File: src/hw/rtl/lzrr_pkg.sv
// Shared types and constants of the run/repeat LZ byte decompressor.
package lzrr_pkg;

    // Action codes carried by an input item.
    localparam logic [1:0] ACT_IDLE  = 2'd0;
    localparam logic [1:0] ACT_BYTE  = 2'd1;
    localparam logic [1:0] ACT_START = 2'd2;

    // Where the byte of a result comes from.
    localparam logic [1:0] SRC_NONE = 2'd0;
    localparam logic [1:0] SRC_LIT  = 2'd1;
    localparam logic [1:0] SRC_HIST = 2'd2;
    localparam logic [1:0] SRC_BLK  = 2'd3;

    // Repeat block store: up to 65 bytes.
    localparam int BLK_DEPTH = 65;
    localparam int BLK_AW    = 7;

    // Command byte fields.
    localparam logic [7:0] CMD_HI_BIT  = 8'h80;
    localparam logic [7:0] CMD_MID_BIT = 8'h40;
    localparam logic [7:0] CMD_EXT_BIT = 8'h20;
    localparam logic [7:0] CMD_CNT5    = 8'h1F;
    localparam logic [7:0] CMD_CNT6    = 8'h3F;
    localparam logic [7:0] CMD_CNT4    = 8'h0F;

    typedef struct packed {
        logic [1:0] action;
        logic [7:0] in_byte;
    } in_item_t;

    typedef struct packed {
        logic       byte_taken;
        logic       out_valid;
        logic [7:0] out_byte;
        logic       finished;
        logic       overrun;
    } out_item_t;

    // Decoder verdict for one item, before the memory data is known.
    typedef struct packed {
        logic       taken;
        logic       emit;
        logic [1:0] src;
        logic [7:0] lit;
        logic       finished;
        logic       overrun;
        logic       hist_zero;
    } step_t;

endpackage

File: src/hw/rtl/lzrr_decoder.sv
// Command decoder: phase machine, counters, write pointer and memory addressing.
module lzrr_decoder #(
    parameter int HISTORY_DEPTH = 1024
) (
    input  logic                             clk,
    input  logic                             rst_n,
    input  logic                             cfg_we,
    input  logic [23:0]                      cfg_data,
    input  logic                             accept,
    input  lzrr_pkg::in_item_t               item,
    output lzrr_pkg::step_t                  step,
    output logic [$clog2(HISTORY_DEPTH)-1:0] hist_rd_addr,
    output logic [$clog2(HISTORY_DEPTH)-1:0] hist_wr_addr,
    output logic                             blk_we,
    output logic [lzrr_pkg::BLK_AW-1:0]      blk_addr,
    output logic [7:0]                       blk_wdata
);

    localparam int HIST_AW = $clog2(HISTORY_DEPTH);

    localparam logic [3:0] PH_WAIT      = 4'd0;
    localparam logic [3:0] PH_FILL_EXT  = 4'd1;
    localparam logic [3:0] PH_FILL_VAL  = 4'd2;
    localparam logic [3:0] PH_FILL_EMIT = 4'd3;
    localparam logic [3:0] PH_BACK_LO   = 4'd4;
    localparam logic [3:0] PH_BACK_EMIT = 4'd5;
    localparam logic [3:0] PH_REP_CNT   = 4'd6;
    localparam logic [3:0] PH_REP_LOAD  = 4'd7;
    localparam logic [3:0] PH_REP_PLAY  = 4'd8;
    localparam logic [3:0] PH_LIT_EXT   = 4'd9;
    localparam logic [3:0] PH_LIT       = 4'd10;

    logic [3:0]         phase_reg,  phase_next;
    logic [7:0]         cmd_reg,    cmd_next;
    logic [13:0]        cnt_reg,    cnt_next;
    logic [8:0]         pass_reg,   pass_next;
    logic [6:0]         blen_reg,   blen_next;
    logic [6:0]         bpos_reg,   bpos_next;
    logic [9:0]         dist_reg,   dist_next;
    logic [7:0]         fill_reg,   fill_next;
    logic [HIST_AW-1:0] wp_reg,     wp_next;
    logic [HIST_AW:0]   hcnt_reg,   hcnt_next;
    logic [23:0]        prod_reg,   prod_next;
    logic               ovr_reg,    ovr_next;
    logic [23:0]        olen_reg;

    logic [9:0] dist_use;
    logic       have;
    logic       do_count;
    logic       do_block;
    logic [7:0] b;

    assign b            = item.in_byte;
    assign have         = (item.action == lzrr_pkg::ACT_BYTE);
    assign dist_use     = (phase_reg == PH_BACK_LO) ? {cmd_reg[1:0], b} : dist_reg;
    assign hist_rd_addr = wp_reg - HIST_AW'(dist_use) - HIST_AW'(1);
    assign hist_wr_addr = wp_reg;
    assign blk_addr     = bpos_reg;
    assign blk_wdata    = b;

    always_comb
    begin
        phase_next = phase_reg;
        cmd_next   = cmd_reg;
        cnt_next   = cnt_reg;
        pass_next  = pass_reg;
        blen_next  = blen_reg;
        bpos_next  = bpos_reg;
        dist_next  = dist_reg;
        fill_next  = fill_reg;
        wp_next    = wp_reg;
        hcnt_next  = hcnt_reg;
        prod_next  = prod_reg;
        ovr_next   = ovr_reg;
        do_count   = 1'b0;
        do_block   = 1'b0;
        blk_we     = 1'b0;
        step       = '0;

        step.hist_zero = ({1'b0, hist_rd_addr} >= hcnt_reg);

        if (item.action == lzrr_pkg::ACT_START)
        begin
            phase_next = PH_WAIT;
            cmd_next   = '0;
            cnt_next   = '0;
            pass_next  = '0;
            blen_next  = '0;
            bpos_next  = '0;
            dist_next  = '0;
            fill_next  = '0;
            wp_next    = '0;
            hcnt_next  = '0;
            prod_next  = '0;
            ovr_next   = 1'b0;
        end
        else
        begin
            if (prod_reg < olen_reg)
            begin
                unique case (phase_reg)
                    PH_FILL_EMIT:
                    begin
                        step.emit = 1'b1;
                        step.src  = lzrr_pkg::SRC_LIT;
                        step.lit  = fill_reg;
                        do_count  = 1'b1;
                    end
                    PH_BACK_EMIT:
                    begin
                        step.emit = 1'b1;
                        step.src  = lzrr_pkg::SRC_HIST;
                        do_count  = 1'b1;
                    end
                    PH_REP_PLAY:
                    begin
                        step.emit = 1'b1;
                        step.src  = lzrr_pkg::SRC_BLK;
                        do_block  = 1'b1;
                    end
                    PH_WAIT:
                    begin
                        if (have)
                        begin
                            step.taken = 1'b1;
                            cmd_next   = b;
                            if ((b & lzrr_pkg::CMD_HI_BIT) != 8'd0)
                            begin
                                if ((b & lzrr_pkg::CMD_MID_BIT) != 8'd0)
                                begin
                                    cnt_next   = 14'(b & lzrr_pkg::CMD_CNT5) + 14'd2;
                                    phase_next = ((b & lzrr_pkg::CMD_EXT_BIT) != 8'd0) ?
                                                 PH_FILL_EXT : PH_FILL_VAL;
                                end
                                else
                                begin
                                    phase_next = PH_BACK_LO;
                                end
                            end
                            else if ((b & lzrr_pkg::CMD_MID_BIT) != 8'd0)
                            begin
                                phase_next = PH_REP_CNT;
                            end
                            else
                            begin
                                cnt_next   = 14'(b & lzrr_pkg::CMD_CNT5) + 14'd1;
                                phase_next = ((b & lzrr_pkg::CMD_EXT_BIT) != 8'd0) ?
                                             PH_LIT_EXT : PH_LIT;
                            end
                        end
                    end
                    PH_FILL_EXT:
                    begin
                        if (have)
                        begin
                            step.taken = 1'b1;
                            cnt_next   = 14'(cmd_reg & lzrr_pkg::CMD_CNT5) + 14'd2
                                         + {1'b0, b, 5'd0};
                            phase_next = PH_FILL_VAL;
                        end
                    end
                    PH_FILL_VAL:
                    begin
                        if (have)
                        begin
                            step.taken = 1'b1;
                            step.emit  = 1'b1;
                            step.src   = lzrr_pkg::SRC_LIT;
                            step.lit   = b;
                            fill_next  = b;
                            phase_next = PH_FILL_EMIT;
                            do_count   = 1'b1;
                        end
                    end
                    PH_BACK_LO:
                    begin
                        if (have)
                        begin
                            step.taken = 1'b1;
                            step.emit  = 1'b1;
                            step.src   = lzrr_pkg::SRC_HIST;
                            dist_next  = dist_use;
                            cnt_next   = 14'((cmd_reg >> 2) & lzrr_pkg::CMD_CNT4) + 14'd2;
                            phase_next = PH_BACK_EMIT;
                            do_count   = 1'b1;
                        end
                    end
                    PH_REP_CNT:
                    begin
                        if (have)
                        begin
                            step.taken = 1'b1;
                            pass_next  = {1'b0, b} + 9'd1;
                            blen_next  = 7'(cmd_reg & lzrr_pkg::CMD_CNT6) + 7'd2;
                            bpos_next  = '0;
                            phase_next = PH_REP_LOAD;
                        end
                    end
                    PH_REP_LOAD:
                    begin
                        if (have)
                        begin
                            step.taken = 1'b1;
                            step.emit  = 1'b1;
                            step.src   = lzrr_pkg::SRC_LIT;
                            step.lit   = b;
                            blk_we     = 1'b1;
                            do_block   = 1'b1;
                        end
                    end
                    PH_LIT_EXT:
                    begin
                        if (have)
                        begin
                            step.taken = 1'b1;
                            cnt_next   = 14'(cmd_reg & lzrr_pkg::CMD_CNT5) + 14'd1
                                         + {1'b0, b, 5'd0};
                            phase_next = PH_LIT;
                        end
                    end
                    PH_LIT:
                    begin
                        if (have)
                        begin
                            step.taken = 1'b1;
                            step.emit  = 1'b1;
                            step.src   = lzrr_pkg::SRC_LIT;
                            step.lit   = b;
                            do_count   = 1'b1;
                        end
                    end
                    default:
                    begin
                        if (have)
                        begin
                            phase_next = PH_WAIT;
                        end
                    end
                endcase
            end

            if (do_count)
            begin
                cnt_next = cnt_next - 14'd1;
                if (cnt_next == 14'd0)
                begin
                    phase_next = PH_WAIT;
                end
            end

            if (do_block)
            begin
                bpos_next = bpos_reg + 7'd1;
                if (bpos_next >= blen_reg)
                begin
                    bpos_next  = '0;
                    pass_next  = pass_reg - 9'd1;
                    phase_next = (pass_next == 9'd0) ? PH_WAIT : PH_REP_PLAY;
                end
            end

            if (step.emit)
            begin
                wp_next   = wp_reg + HIST_AW'(1);
                hcnt_next = (hcnt_reg == (HIST_AW + 1)'(HISTORY_DEPTH)) ?
                            hcnt_reg : hcnt_reg + (HIST_AW + 1)'(1);
                prod_next = prod_reg + 24'd1;
            end

            // A command cut short by the length limit is dropped and flagged.
            if ((prod_next >= olen_reg) && (phase_next != PH_WAIT))
            begin
                ovr_next   = 1'b1;
                phase_next = PH_WAIT;
            end
        end

        step.finished = (prod_next >= olen_reg);
        step.overrun  = ovr_next;
    end

    always_ff @(posedge clk or negedge rst_n)
    begin
        if (!rst_n)
        begin
            phase_reg <= PH_WAIT;
            cmd_reg   <= '0;
            cnt_reg   <= '0;
            pass_reg  <= '0;
            blen_reg  <= '0;
            bpos_reg  <= '0;
            dist_reg  <= '0;
            fill_reg  <= '0;
            wp_reg    <= '0;
            hcnt_reg  <= '0;
            prod_reg  <= '0;
            ovr_reg   <= 1'b0;
            olen_reg  <= '0;
        end
        else
        begin
            if (accept)
            begin
                phase_reg <= phase_next;
                cmd_reg   <= cmd_next;
                cnt_reg   <= cnt_next;
                pass_reg  <= pass_next;
                blen_reg  <= blen_next;
                bpos_reg  <= bpos_next;
                dist_reg  <= dist_next;
                fill_reg  <= fill_next;
                wp_reg    <= wp_next;
                hcnt_reg  <= hcnt_next;
                prod_reg  <= prod_next;
                ovr_reg   <= ovr_next;
            end
            if (cfg_we)
            begin
                olen_reg <= cfg_data;
            end
        end
    end

endmodule

File: config.mk
export PLATFORM = sky130hd
export DESIGN_NAME = lzrr_decoder
export DESIGN_NICKNAME = d
export VERILOG_FILES = /design/src/hw/rtl/lzrr_pkg.sv /design/src/hw/rtl/lzrr_decoder.sv
export SDC_FILE = /design/constraint.sdc
export NUM_CORES = 1
export LEC_CHECK = 0
export BUFFER_PORTS_ARGS = -buffer_cell sky130_fd_sc_hd__buf_2
export CAP_MARGIN = 20
export CELL_PAD_IN_SITES_DETAIL_PLACEMENT = 1
export CELL_PAD_IN_SITES_GLOBAL_PLACEMENT = 2
export CORE_MARGIN = 3
export CORE_UTILIZATION = 35
export DETAILED_ROUTE_END_ITERATION = 6
export PLACE_DENSITY_LB_ADDON = 0.1
export SYNTH_ARGS = -nofsm -noshare
export SYNTH_HDL_FRONTEND = slang
export SYNTH_SLANG_ARGS = --single-unit
File: constraint.sdc
create_clock -name clk -period 12.2 [get_ports clk]
set_clock_uncertainty 0.15 [all_clocks]
set_input_delay 1.83 -clock clk [delete_from_list [all_inputs] [get_ports clk]]
set_output_delay 1.83 -clock clk [all_outputs]
set_load 0.02 [all_outputs]
==> results.cfg, run 1 <==
[status]
outcome = complete, no violations

[pwr]
clkPwrFrac = 0.204
swShare = 0.4643
power.static_leakage_nw = 6.038
seqPwrFrac = 0.256
ir_drop_mv = 0.1505
p_sw_w = 0.001276
power_density_nw_per_um2 = 213.3
p_int_w = 0.001472
fraction_of_power_consumed_by_combinational_cells = 0.541

[global_route]
grt_start_max_net_pins = 86
globalRouteTotalUtil = 0.2203
grt_antenna_before_repair = 1
via_count_of_the_first_global_routing_pass = 10730
globalRoute.totalOverflow = 0
grt_first_pass_wirelength_um = 61660

[synth]
yosysMostFrequentCell = sky130_fd_sc_hd__nand2_1
syn-mean-instance-area_um2 = 8.435
dominantRegCellSynth = sky130_fd_sc_hd__dfrtp_1
yosys-top-cells-count = 150 x sky130_fd_sc_hd__nand2_1, 135 x sky130_fd_sc_hd__dfrtp_1, 116 x sky130_fd_sc_hd__ha_1, 95 x sky130_fd_sc_hd__o21ai_0, 90 x sky130_fd_sc_hd__nor2_1
netlist.top_cell.by_area = sky130_fd_sc_hd__dfrtp_1
synth_top_cell_area_share = 0.2930
synth_cells = 1367
synth_area_leaders = sky130_fd_sc_hd__dfrtp_1 29%, sky130_fd_sc_hd__ha_1 13%, sky130_fd_sc_hd__nand2_1 4.9%, sky130_fd_sc_hd__xnor2_1 4.4%, sky130_fd_sc_hd__o21ai_0 4.1%
synth_nets = 1522
ys.warnings.count = 0
synthArstFlopShare = 1.000
synth.yosys.seq_area_share = 0.2930
synthDistinctLibCells = 96
synth-edff-count = 0
number_of_synthesized_register_bits = 135
synth.cell_area_um2 = 11530

[worst_setup_path]
crit_chain = buf_2 > inv_1 > ha_1 > buf_4 > nand2_1 > and3_1 > o32ai_2 > nand4_1 > or4_1 > nor2_2 > nand3_1 > xnor2_1 > ha_1 > nand2_1 > nor3_1 > o211ai_1 > o21ai_0 > a211oi_1 > a21oi_1 > o221a_1 > buf_2
endpoint_of_the_worst_slack_reg_to_reg_timing_path = phase_reg[0]$_DFFE_PN0P_
critical_path_required_ns = 10.22
worst_setup_path_start_kind = input pin
reg2reg_setup_slack_ns = 6.22
critical_path_peak_fanout = 25
critical_path.reg2reg.startpoint = phase_reg[0]$_DFFE_PN0P_
end_kind = output port
critical_path_arrival_ns = 6.67
worst-setup-path-type = input pin to output port
critical-path-slowest-cell = sky130_fd_sc_hd__or4_1
cell_class_contributing_the_biggest_share_of_worst_path_delay = simple AND/OR/NAND/NOR gates
timing.critical_path.buf_inv = 4
timing.reg2reg.worst_path_depth = 19
critical_path.max_stage_delay_ns = 0.72

[route]
via_to_cell_ratio = 5.543
drt_iter0_drc = 591
drc = 0
via_count = 10290
route.antenna.remaining_nets = 0
drt-pass1-iter-count = 5
route.final.wire_length_um = 38140
routedWlPerCell_um = 20.54

[min_path]
holdPathStages = 2
hold_path_startpoint = dist_reg[2]$_DFFE_PN0P_
hold_end = dist_reg[2]$_DFFE_PN0P_
hold_path_class = register to register

[clock_tree]
ctsResizeCount = 0
bufs_on_longest_clock_path = 2
cts_sinks = 135
cts_root_buf = sky130_fd_sc_hd__clkbuf_16
cts_setup_buffers = 0
clock_tree.htree_level_count = 4
cts_hold_buffers = 0
clock_insertion_delay_worst_skew_ns = 0.46
path_clk_slew_ns = 0.06
tritoncts.num_buffers = 17
cts_tree = done

[final_layout]
antenna_cells_inserted = 0
final_nets = 1565
synthToLayoutAreaGrowth_pct = 11.69
layout.filler_cells = 3890
drive_gt1_frac = 0.1336
final_util = 0.4019

[placement]
io_buffer_count = 88
hpwl_um = 27750
globalplace.congestion = 0.8218

[floorplanning]
die_w_um = 187.5
die_height_um = 187.5
count_of_boundary_i_o_pins = 89
design.core.area_um2 = 32040
start_util = 0.3599
rows = 65
floorplan.die_area_um2 = 35160

[sta]
setup_violations = 0
timing.slew.headroom = 0.2977
min_period_over_period = 0.7088
rsz0062_at_grt = false
final-hold-violation-count = 0
timing.final.max_slew_violations = 0
totalNegativeSetupSlack_ns = 0
post-route-min-period_ns = 8.647
worstMarginPinSlew_ns = 1.046
max_clock_freq_mhz = 115.6

[flow_run]
drv.max_cap_violation_count = 0
[logic make-up (layout without fill, tap and decap cells)]
kind of cell,after synthesis,count (layout),synth area share
and+or+nand+nor,473,473,0.2053
DFF,135,135,0.2930
muxes,41,41,0.03798
adders and majority gates,118,118,0.1285
xor gates and xnor gates,89,89,0.06760
buffers and inverters,153,208,0.05664
AOI/OAI and AO/OA,358,358,0.2110
[worst max-delay path by stage]
| stage | start | endpoint | slack [ns] | depth (start not counted) |
|---|---|---|---|---|
| floorplan | item[9] | step[1] | 4.71 | 21 |
| finish | item[9] | step[1] | 3.55 | 21 |
| detailed placement | item[9] | step[1] | 3.46 | 22 |
| global route | item[9] | step[1] | 3.11 | 22 |
| CTS | item[9] | step[1] | 3.46 | 22 |
| global placement | item[9] | step[1] | 3.62 | 22 |
[worst min-delay path, delay by kind of cell (launching register included)]
family	cells	cell delay (ns)
AOI/OAI and AO/OA	1	0.05
DFF	1	0.34
and+or+nand+nor	1	0.05
[layout make-up]
cell class,instances,area [µm²],area share
multi-input combinational,1079,7513,0.5834
sequential,135,3378,0.2623
timing repair buffer,101,544.3,0.04226
tap,435,544.3,0.04226
clock buffer,18,439.2,0.03410
inverter,76,287.8,0.02235
clock inverter,13,171.4,0.01331
[metrics by stage]
stage          cells  area, µm²  worst slack, ns  hold slack [ns]  total power [W]
2_1_floorplan   1367      11530            4.710           0.2932         0.001761
3_3_place_gp    1826      12270            3.618           0.3090         0.002165
3_5_place_dp    1826      12270            3.465           0.3158         0.002192
4_1_cts         1857      12880            3.457           0.3300         0.002767
5_1_grt         1857      12880            3.106           0.3469         0.002978
6_report        1857      12880            3.553           0.3255         0.002747
[power groups by stage]
stage,logic [W],clock network (W),registers (W)
after floorplan,0.00112,0,0.000640
after global placement,0.00146,0,0.000706
after detailed placement,0.00148,0,0.000708
after CTS,0.00149,0.000572,0.000701
after global routing,0.00166,0.000591,0.000722
final,0.00149,0.000560,0.000702
[cell usage in the layout (no fill, tap or decap), types with 8 or more instances in the layout]
cell | netlist | routed
sky130_fd_sc_hd__mux2_2 | 22 | 22
sky130_fd_sc_hd__o22ai_1 | 12 | 12
sky130_fd_sc_hd__ha_1 | 116 | 115
sky130_fd_sc_hd__buf_2 | 8 | 87
sky130_fd_sc_hd__dfrtp_1 | 135 | 135
sky130_fd_sc_hd__o31ai_1 | 20 | 20
sky130_fd_sc_hd__nand4_1 | 29 | 29
sky130_fd_sc_hd__and3_1 | 23 | 23
sky130_fd_sc_hd__nor2b_1 | 14 | 14
sky130_fd_sc_hd__o2bb2ai_1 | 9 | 9
sky130_fd_sc_hd__mux2i_1 | 19 | 19
sky130_fd_sc_hd__a22o_1 | 15 | 15
sky130_fd_sc_hd__nor2_1 | 90 | 89
sky130_fd_sc_hd__a22oi_1 | 13 | 13
sky130_fd_sc_hd__nand3_1 | 40 | 40
sky130_fd_sc_hd__a21oi_1 | 62 | 62
sky130_fd_sc_hd__nand2_1 | 150 | 150
sky130_fd_sc_hd__a21o_1 | 37 | 37
sky130_fd_sc_hd__xor2_1 | 31 | 31
sky130_fd_sc_hd__nor3_1 | 29 | 29
sky130_fd_sc_hd__buf_4 | 10 | 13
sky130_fd_sc_hd__a211oi_1 | 11 | 11
sky130_fd_sc_hd__o21a_1 | 8 | 8
sky130_fd_sc_hd__o21ai_0 | 95 | 95
sky130_fd_sc_hd__xnor2_1 | 58 | 58
sky130_fd_sc_hd__a31oi_1 | 11 | 11
sky130_fd_sc_hd__clkbuf_16 | 0 | 17
sky130_fd_sc_hd__nand2b_1 | 21 | 21
sky130_fd_sc_hd__nor4_1 | 9 | 9
sky130_fd_sc_hd__inv_1 | 73 | 73
sky130_fd_sc_hd__and2_1 | 27 | 27
[per-layer routing]
| metal | GRT usage | part of all wire | vias to the layer above |
|---|---|---|---|
| li1 | - | - | 4995 |
| met3 | 0.03459 | 0.027 | 27 |
| met2 | 0.3637 | 0.47 | 151 |
| met1 | 0.3051 | 0.50 | 5120 |
| met5 | 0 | 0 | - |
| met4 | 0.04877 | 0.012 | 0 |
Power figures use the tool's default switching activity.
==> run 2, diff against run 1 <==
CORE_UTILIZATION = 34   (was 35)
clock period = 7 ns   (was 12.2 ns; I/O delays follow)
==> run 2 against run 1 <==
Global-route usage decreased by 0.31 points. Die area increased by 2.8%. Clock power increased by 62%. Core utilization decreased by 0.88 points. Final area increased by 0.57%. Worst hold slack improved by 0.0055 ns. Via count decreased by 0.43%. Largest cell class unchanged. Largest power group unchanged.
==> results.cfg, run 2 (synthesis results as in run 1) <==
[worst_setup_path]
critical_path_arrival_ns = 5.39
worst_setup_path_start_kind = register
worst-setup-path-type = register to output port
critical_path_required_ns = 5.80
critical_path_peak_fanout = 9
end_kind = output port

[pwr]
p_int_w = 0.002530
fraction_of_power_consumed_by_combinational_cells = 0.558
swShare = 0.4668
p_sw_w = 0.002215
seqPwrFrac = 0.250
power_density_nw_per_um2 = 366.3
ir_drop_mv = 0.2409
fin_total_pwr_w = 0.004744
power.static_leakage_nw = 6.094
clkPwrFrac = 0.191

[final_layout]
synthToLayoutAreaGrowth_pct = 12.33
final-instance-count-excl-fill = 1878
layout_commonest_cell = sky130_fd_sc_hd__nand2_1
antenna_cells_inserted = 0
final_util = 0.3931
layout.filler_cells = 3941
layout_common_cells = 150 x sky130_fd_sc_hd__nand2_1, 135 x sky130_fd_sc_hd__dfrtp_1, 115 x sky130_fd_sc_hd__ha_1
final_nets = 1578
drive_gt1_frac = 0.1421

[clock_tree]
tritoncts.num_buffers = 17
path_clk_slew_ns = 0.07
cts_tree = done
bufs_on_longest_clock_path = 2
cts_hold_buffers = 0
cts_root_buf = sky130_fd_sc_hd__clkbuf_16
clock_insertion_delay_worst_skew_ns = 0.45
cts_sinks = 135
clock_tree.htree_level_count = 4

[placement]
io_buffer_count = 88
hpwl_um = 28290
globalplace.congestion = 0.8366
dp.cells = 1846

[floorplanning]
count_of_boundary_i_o_pins = 89
floorplan.die_area_um2 = 36160
die_height_um = 190.2
rows = 66
design.core.area_um2 = 32950
start_util = 0.3500
die_w_um = 190.2

[sta]
totalNegativeSetupSlack_ns = 0
rsz0062_at_grt = false
post-route-min-period_ns = 6.588
worstMarginPinSlew_ns = 0.9942
timing.final.max_slew_violations = 0
timing.slew.headroom = 0.3327
min_period_over_period = 0.9411
max_clock_freq_mhz = 151.8
final-hold-violation-count = 0
setup_violations = 0

[status]
outcome = complete, no violations

[route]
via_to_cell_ratio = 5.457
route.final.wire_length_um = 38390
route.antenna.remaining_nets = 0
via_count = 10250
routedWlPerCell_um = 20.44
drt-pass1-iter-count = 5
drt_iter0_drc = 450
drc = 0

[global_route]
globalRouteTotalUtil = 0.2172
via_count_of_the_first_global_routing_pass = 10710
grt_antenna_before_repair = 0
globalRoute.totalOverflow = 0
grt_start_max_net_pins = 73
grt_first_pass_wirelength_um = 61700

[flow_run]
drv.max_cap_violation_count = 0

[min_path]
hold_path_class = register to register
[run 2: area by class of cell]
class	instances	area (µm²)	area share
clock buffer	20	456.7	0.03526
sequential	135	3378	0.2608
multi-input combinational	1079	7517	0.5804
timing repair buffer	114	641.9	0.04956
clock inverter	12	117.6	0.009080
tap	442	553.0	0.04270
inverter	76	287.8	0.02222
[run 2: final timing paths]
kind                                               start                       end  slack [ns]  depth (start not counted)
worst max-delay path            prod_reg[11]$_DFFE_PN0P_                   step[1]        0.41                         21
worst min-delay path             dist_reg[1]$_DFFE_PN0P_   dist_reg[1]$_DFFE_PN0P_        0.33                          2
worst max register to register  prod_reg[11]$_DFFE_PN0P_  phase_reg[0]$_DFFE_PN0P_        1.64                         22
worst min register to register   dist_reg[1]$_DFFE_PN0P_   dist_reg[1]$_DFFE_PN0P_        0.33                          2
max in group asynchronous                          rst_n  prod_reg[19]$_DFFE_PN0P_        4.74                          2
min in group asynchronous                          rst_n   blk_addr[1]$_DFFE_PN0P_        0.50                          1
[run 2: routing by layer]
metal  vias up  wire length, µm  track usage
met5         -                0            0
met3        29             1005      0.03004
met4         0              505      0.04742
met1      5067            19050       0.3059
li1       5018                -            -
met2       135            17830       0.3555
[run 2: worst max-delay path: stages, from the launching register on]
cell                       delay [ns]
sky130_fd_sc_hd__dfrtp_1         0.51
sky130_fd_sc_hd__ha_1            0.36
sky130_fd_sc_hd__and3_4          0.19
sky130_fd_sc_hd__a22o_1          0.26
sky130_fd_sc_hd__o21ai_4         0.16
sky130_fd_sc_hd__o211a_1         0.21
sky130_fd_sc_hd__nand4_1         0.21
sky130_fd_sc_hd__or4_4           0.62
sky130_fd_sc_hd__nor2_4          0.25
sky130_fd_sc_hd__and3_1          0.25
sky130_fd_sc_hd__xor2_1          0.22
sky130_fd_sc_hd__ha_1            0.27
sky130_fd_sc_hd__nor2b_1         0.13
sky130_fd_sc_hd__o21ai_0         0.14
sky130_fd_sc_hd__o211ai_1        0.10
sky130_fd_sc_hd__nand4_1         0.10
sky130_fd_sc_hd__nand2_1         0.05
sky130_fd_sc_hd__a211oi_1        0.20
sky130_fd_sc_hd__buf_4           0.17
sky130_fd_sc_hd__a21oi_1         0.06
sky130_fd_sc_hd__o221a_1         0.29
sky130_fd_sc_hd__buf_2           0.17
[run 2: power by group through the flow]
stage | Sequential, W | Combinational, W | Clock (W)
after floorplan | 0.00112 | 0.00195 | 0
after global placement | 0.00120 | 0.00261 | 0
after detailed placement | 0.00120 | 0.00265 | 0
after CTS | 0.00119 | 0.00268 | 0.000938
after global routing | 0.00122 | 0.00298 | 0.000969
final | 0.00119 | 0.00265 | 0.000908
[run 2: timing repair]
| item | 4_1_cts | 5_1_grt |
|---|---|---|
| resized for setup | 0 | 2 |
| setup buffers | 0 | 0 |
| setup endpoints to repair | 0 | 2 |
[run 2: metrics by stage]
| step | hold WS [ns] | cell area, µm² | setup slack [ns] |
|---|---|---|---|
| final | 0.3310 | 12950 | 0.4124 |
| after global routing | 0.3530 | 12950 | 0.03251 |
| after CTS | 0.3348 | 12950 | 0.1883 |
| after detailed placement | 0.3186 | 12370 | 0.3006 |
| after global placement | 0.3085 | 12370 | 0.3544 |
| after floorplan | 0.2932 | 11530 | 1.070 |
==> run 3, diff against run 2 <==
CORE_UTILIZATION = 35   (was 34)
clock period = 7.8 ns   (was 7 ns; I/O delays follow)
==> run 3 against run 2 <==
Sequential power shrank 12%. Via count shrank 0.44%. Worst hold slack lost 0.0036 ns. Highest routed layer unchanged. Combinational power shrank 11%. Critical endpoint unchanged. Core utilization grew 1.0 points. Final area shrank 0.25%. Non-clock buffer count shrank 8. Final cell count shrank 0.80%. Worst setup slack gained 0.22 ns.
==> results.cfg, run 3 (synthesis results as in run 1) <==
[placement]
hpwl_um = 27470
dp.cells = 1831
io_buffer_count = 88
globalplace.congestion = 0.8642
place_area_um2 = 12310

[clock_tree]
cts_hold_buffers = 0
clock_insertion_delay_worst_skew_ns = 0.46
path_clk_slew_ns = 0.07
cts_tree = done
ctsResizeCount = 0
cts_setup_buffers = 0
clock_tree.htree_level_count = 4
cts_sinks = 135
cts_root_buf = sky130_fd_sc_hd__clkbuf_16
tritoncts.num_buffers = 17
bufs_on_longest_clock_path = 2

[final_layout]
final-instance-count-excl-fill = 1863
multi_input_area_um2 = 7513
final_util = 0.4032
layout.filler_cells = 3902
ff_latch_area_um2 = 3378
synthToLayoutAreaGrowth_pct = 12.04
final_nets = 1570
antenna_cells_inserted = 0
design_area_um2 = 12920
layout_commonest_cell = sky130_fd_sc_hd__nand2_1
layout_common_cells = 150 x sky130_fd_sc_hd__nand2_1, 135 x sky130_fd_sc_hd__dfrtp_1, 115 x sky130_fd_sc_hd__ha_1
drive_gt1_frac = 0.1373

[pwr]
p_int_w = 0.002311
ir_drop_mv = 0.1965
p_sw_w = 0.001978
power.static_leakage_nw = 6.076
seqPwrFrac = 0.245
clkPwrFrac = 0.203
swShare = 0.4611
power_density_nw_per_um2 = 332.0
fraction_of_power_consumed_by_combinational_cells = 0.551

[worst_setup_path]
timing.critical_path.buf_inv = 1
cell_class_contributing_the_biggest_share_of_worst_path_delay = simple AND/OR/NAND/NOR gates
crit_chain = ha_1 > and3_1 > a221oi_2 > o21ai_0 > nand2_1 > nand4_1 > or4_1 > nor2_4 > and3_1 > xor2_1 > ha_1 > nor2b_1 > o21ai_0 > o211ai_1 > nand4_1 > nand2_1 > a211oi_1 > a21oi_1 > o221a_1 > buf_2
endpoint_of_the_worst_slack_reg_to_reg_timing_path = phase_reg[0]$_DFFE_PN0P_
critical_path_peak_fanout = 10
worst-setup-path-type = register to output port
worst_setup_path_startpoint = prod_reg[5]$_DFFE_PN0P_
worst-path-stages = 20
critical_path_required_ns = 6.48
critical-path-slowest-cell = sky130_fd_sc_hd__or4_1
critical_path_arrival_ns = 5.84
worst_setup_path_start_kind = register
critPathCapture = step[1]
reg2reg_setup_slack_ns = 1.94
critical_path.max_stage_delay_ns = 0.70
end_kind = output port
timing.reg2reg.worst_path_depth = 21
critical_path.reg2reg.startpoint = prod_reg[5]$_DFFE_PN0P_

[floorplanning]
rows = 65
floorplan.die_area_um2 = 35160
die_height_um = 187.5
start_util = 0.3599
count_of_boundary_i_o_pins = 89
die_w_um = 187.5
design.core.area_um2 = 32040

[sta]
timing.slew.headroom = 0.3521
post-route-min-period_ns = 7.163
max_clock_freq_mhz = 139.6
final-hold-violation-count = 0
min_period_over_period = 0.9183
worstMarginPinSlew_ns = 0.9583
totalNegativeSetupSlack_ns = 0
timing.final.max_slew_violations = 0
rsz0062_at_grt = false
whs_ns = 0.3274
setup_violations = 0

[route]
drt_iter0_drc = 491
route.antenna.remaining_nets = 0
via_to_cell_ratio = 5.477
route.final.wire_length_um = 37380
drc = 0
drt-pass1-iter-count = 5
routedWlPerCell_um = 20.06
via_count = 10200

[flow_run]
drv.max_cap_violation_count = 0

[global_route]
grt_start_max_net_pins = 72
via_count_of_the_first_global_routing_pass = 10720
grt_first_pass_wirelength_um = 61350
globalRouteTotalUtil = 0.2191
grt_antenna_before_repair = 0
globalRoute.totalOverflow = 0

[min_path]
hold_path_class = register to register

[status]
outcome = complete, no violations
[run 3: layer usage]
metal	vias up	track usage	wire length, µm
li1	5000	-	-
met1	5048	0.3036	18470
met2	121	0.3572	17280
met3	35	0.03515	960
met4	0	0.05570	664
met5	-	0	0
[run 3: metrics by stage]
step | total power [W] | worst slack, ns
global route | 0.004694 | 0.1629
floorplan | 0.002754 | 1.630
finish | 0.004289 | 0.6373
detailed placement | 0.003431 | 0.5804
global placement | 0.003406 | 0.6468
CTS | 0.004336 | 0.5563
[run 3: worst min-delay path by stage]
stage,to,depth (start not counted),slack [ns],from
floorplan,blen_reg[6]$_DFFE_PN0P_,2,0.29,blen_reg[6]$_DFFE_PN0P_
global placement,dist_reg[0]$_DFFE_PN0P_,2,0.31,dist_reg[0]$_DFFE_PN0P_
detailed placement,dist_reg[0]$_DFFE_PN0P_,2,0.32,dist_reg[0]$_DFFE_PN0P_
CTS,dist_reg[0]$_DFFE_PN0P_,2,0.33,dist_reg[0]$_DFFE_PN0P_
global route,dist_reg[9]$_DFFE_PN0P_,2,0.35,dist_reg[9]$_DFFE_PN0P_
finish,dist_reg[0]$_DFFE_PN0P_,2,0.33,dist_reg[0]$_DFFE_PN0P_
[run 3: worst reg2reg max path, stage by stage, from the launching register on]
cell and delay (ns):
sky130_fd_sc_hd__dfrtp_1 0.60, sky130_fd_sc_hd__ha_1 0.30, sky130_fd_sc_hd__and3_1 0.17, sky130_fd_sc_hd__a221oi_2 0.25, sky130_fd_sc_hd__o21ai_0 0.25, sky130_fd_sc_hd__nand2_1 0.19, sky130_fd_sc_hd__nand4_1 0.19, sky130_fd_sc_hd__or4_1 0.70
sky130_fd_sc_hd__nor2_4 0.30, sky130_fd_sc_hd__and3_1 0.25, sky130_fd_sc_hd__xor2_1 0.19, sky130_fd_sc_hd__ha_1 0.27, sky130_fd_sc_hd__nor2b_1 0.13, sky130_fd_sc_hd__o21ai_0 0.15, sky130_fd_sc_hd__o211ai_1 0.12, sky130_fd_sc_hd__nand4_1 0.10
sky130_fd_sc_hd__nand2_1 0.05, sky130_fd_sc_hd__a211oi_1 0.55, sky130_fd_sc_hd__nand2_1 0.30, sky130_fd_sc_hd__or3_1 0.38, sky130_fd_sc_hd__o22ai_1 0.12, sky130_fd_sc_hd__a21o_1 0.10
[run 3: area by class of cell]
class	instances	area share
Clock buffer	18	0.03399
Clock inverter	14	0.01327
Inverter	76	0.02227
Multi-Input combinational cell	1079	0.5815
Sequential cell	135	0.2615
Tap cell	435	0.04213
Timing Repair Buffer	106	0.04532
[run 3: power groups by stage]
| stage | Sequential [W] | Clock (W) | Combinational (W) |
|---|---|---|---|
| after floorplan | 0.00100 | 0 | 0.00175 |
| after global placement | 0.00106 | 0 | 0.00235 |
| after detailed placement | 0.00106 | 0 | 0.00237 |
| after CTS | 0.00105 | 0.000897 | 0.00239 |
| after global routing | 0.00108 | 0.000935 | 0.00268 |
| final | 0.00105 | 0.000872 | 0.00237 |
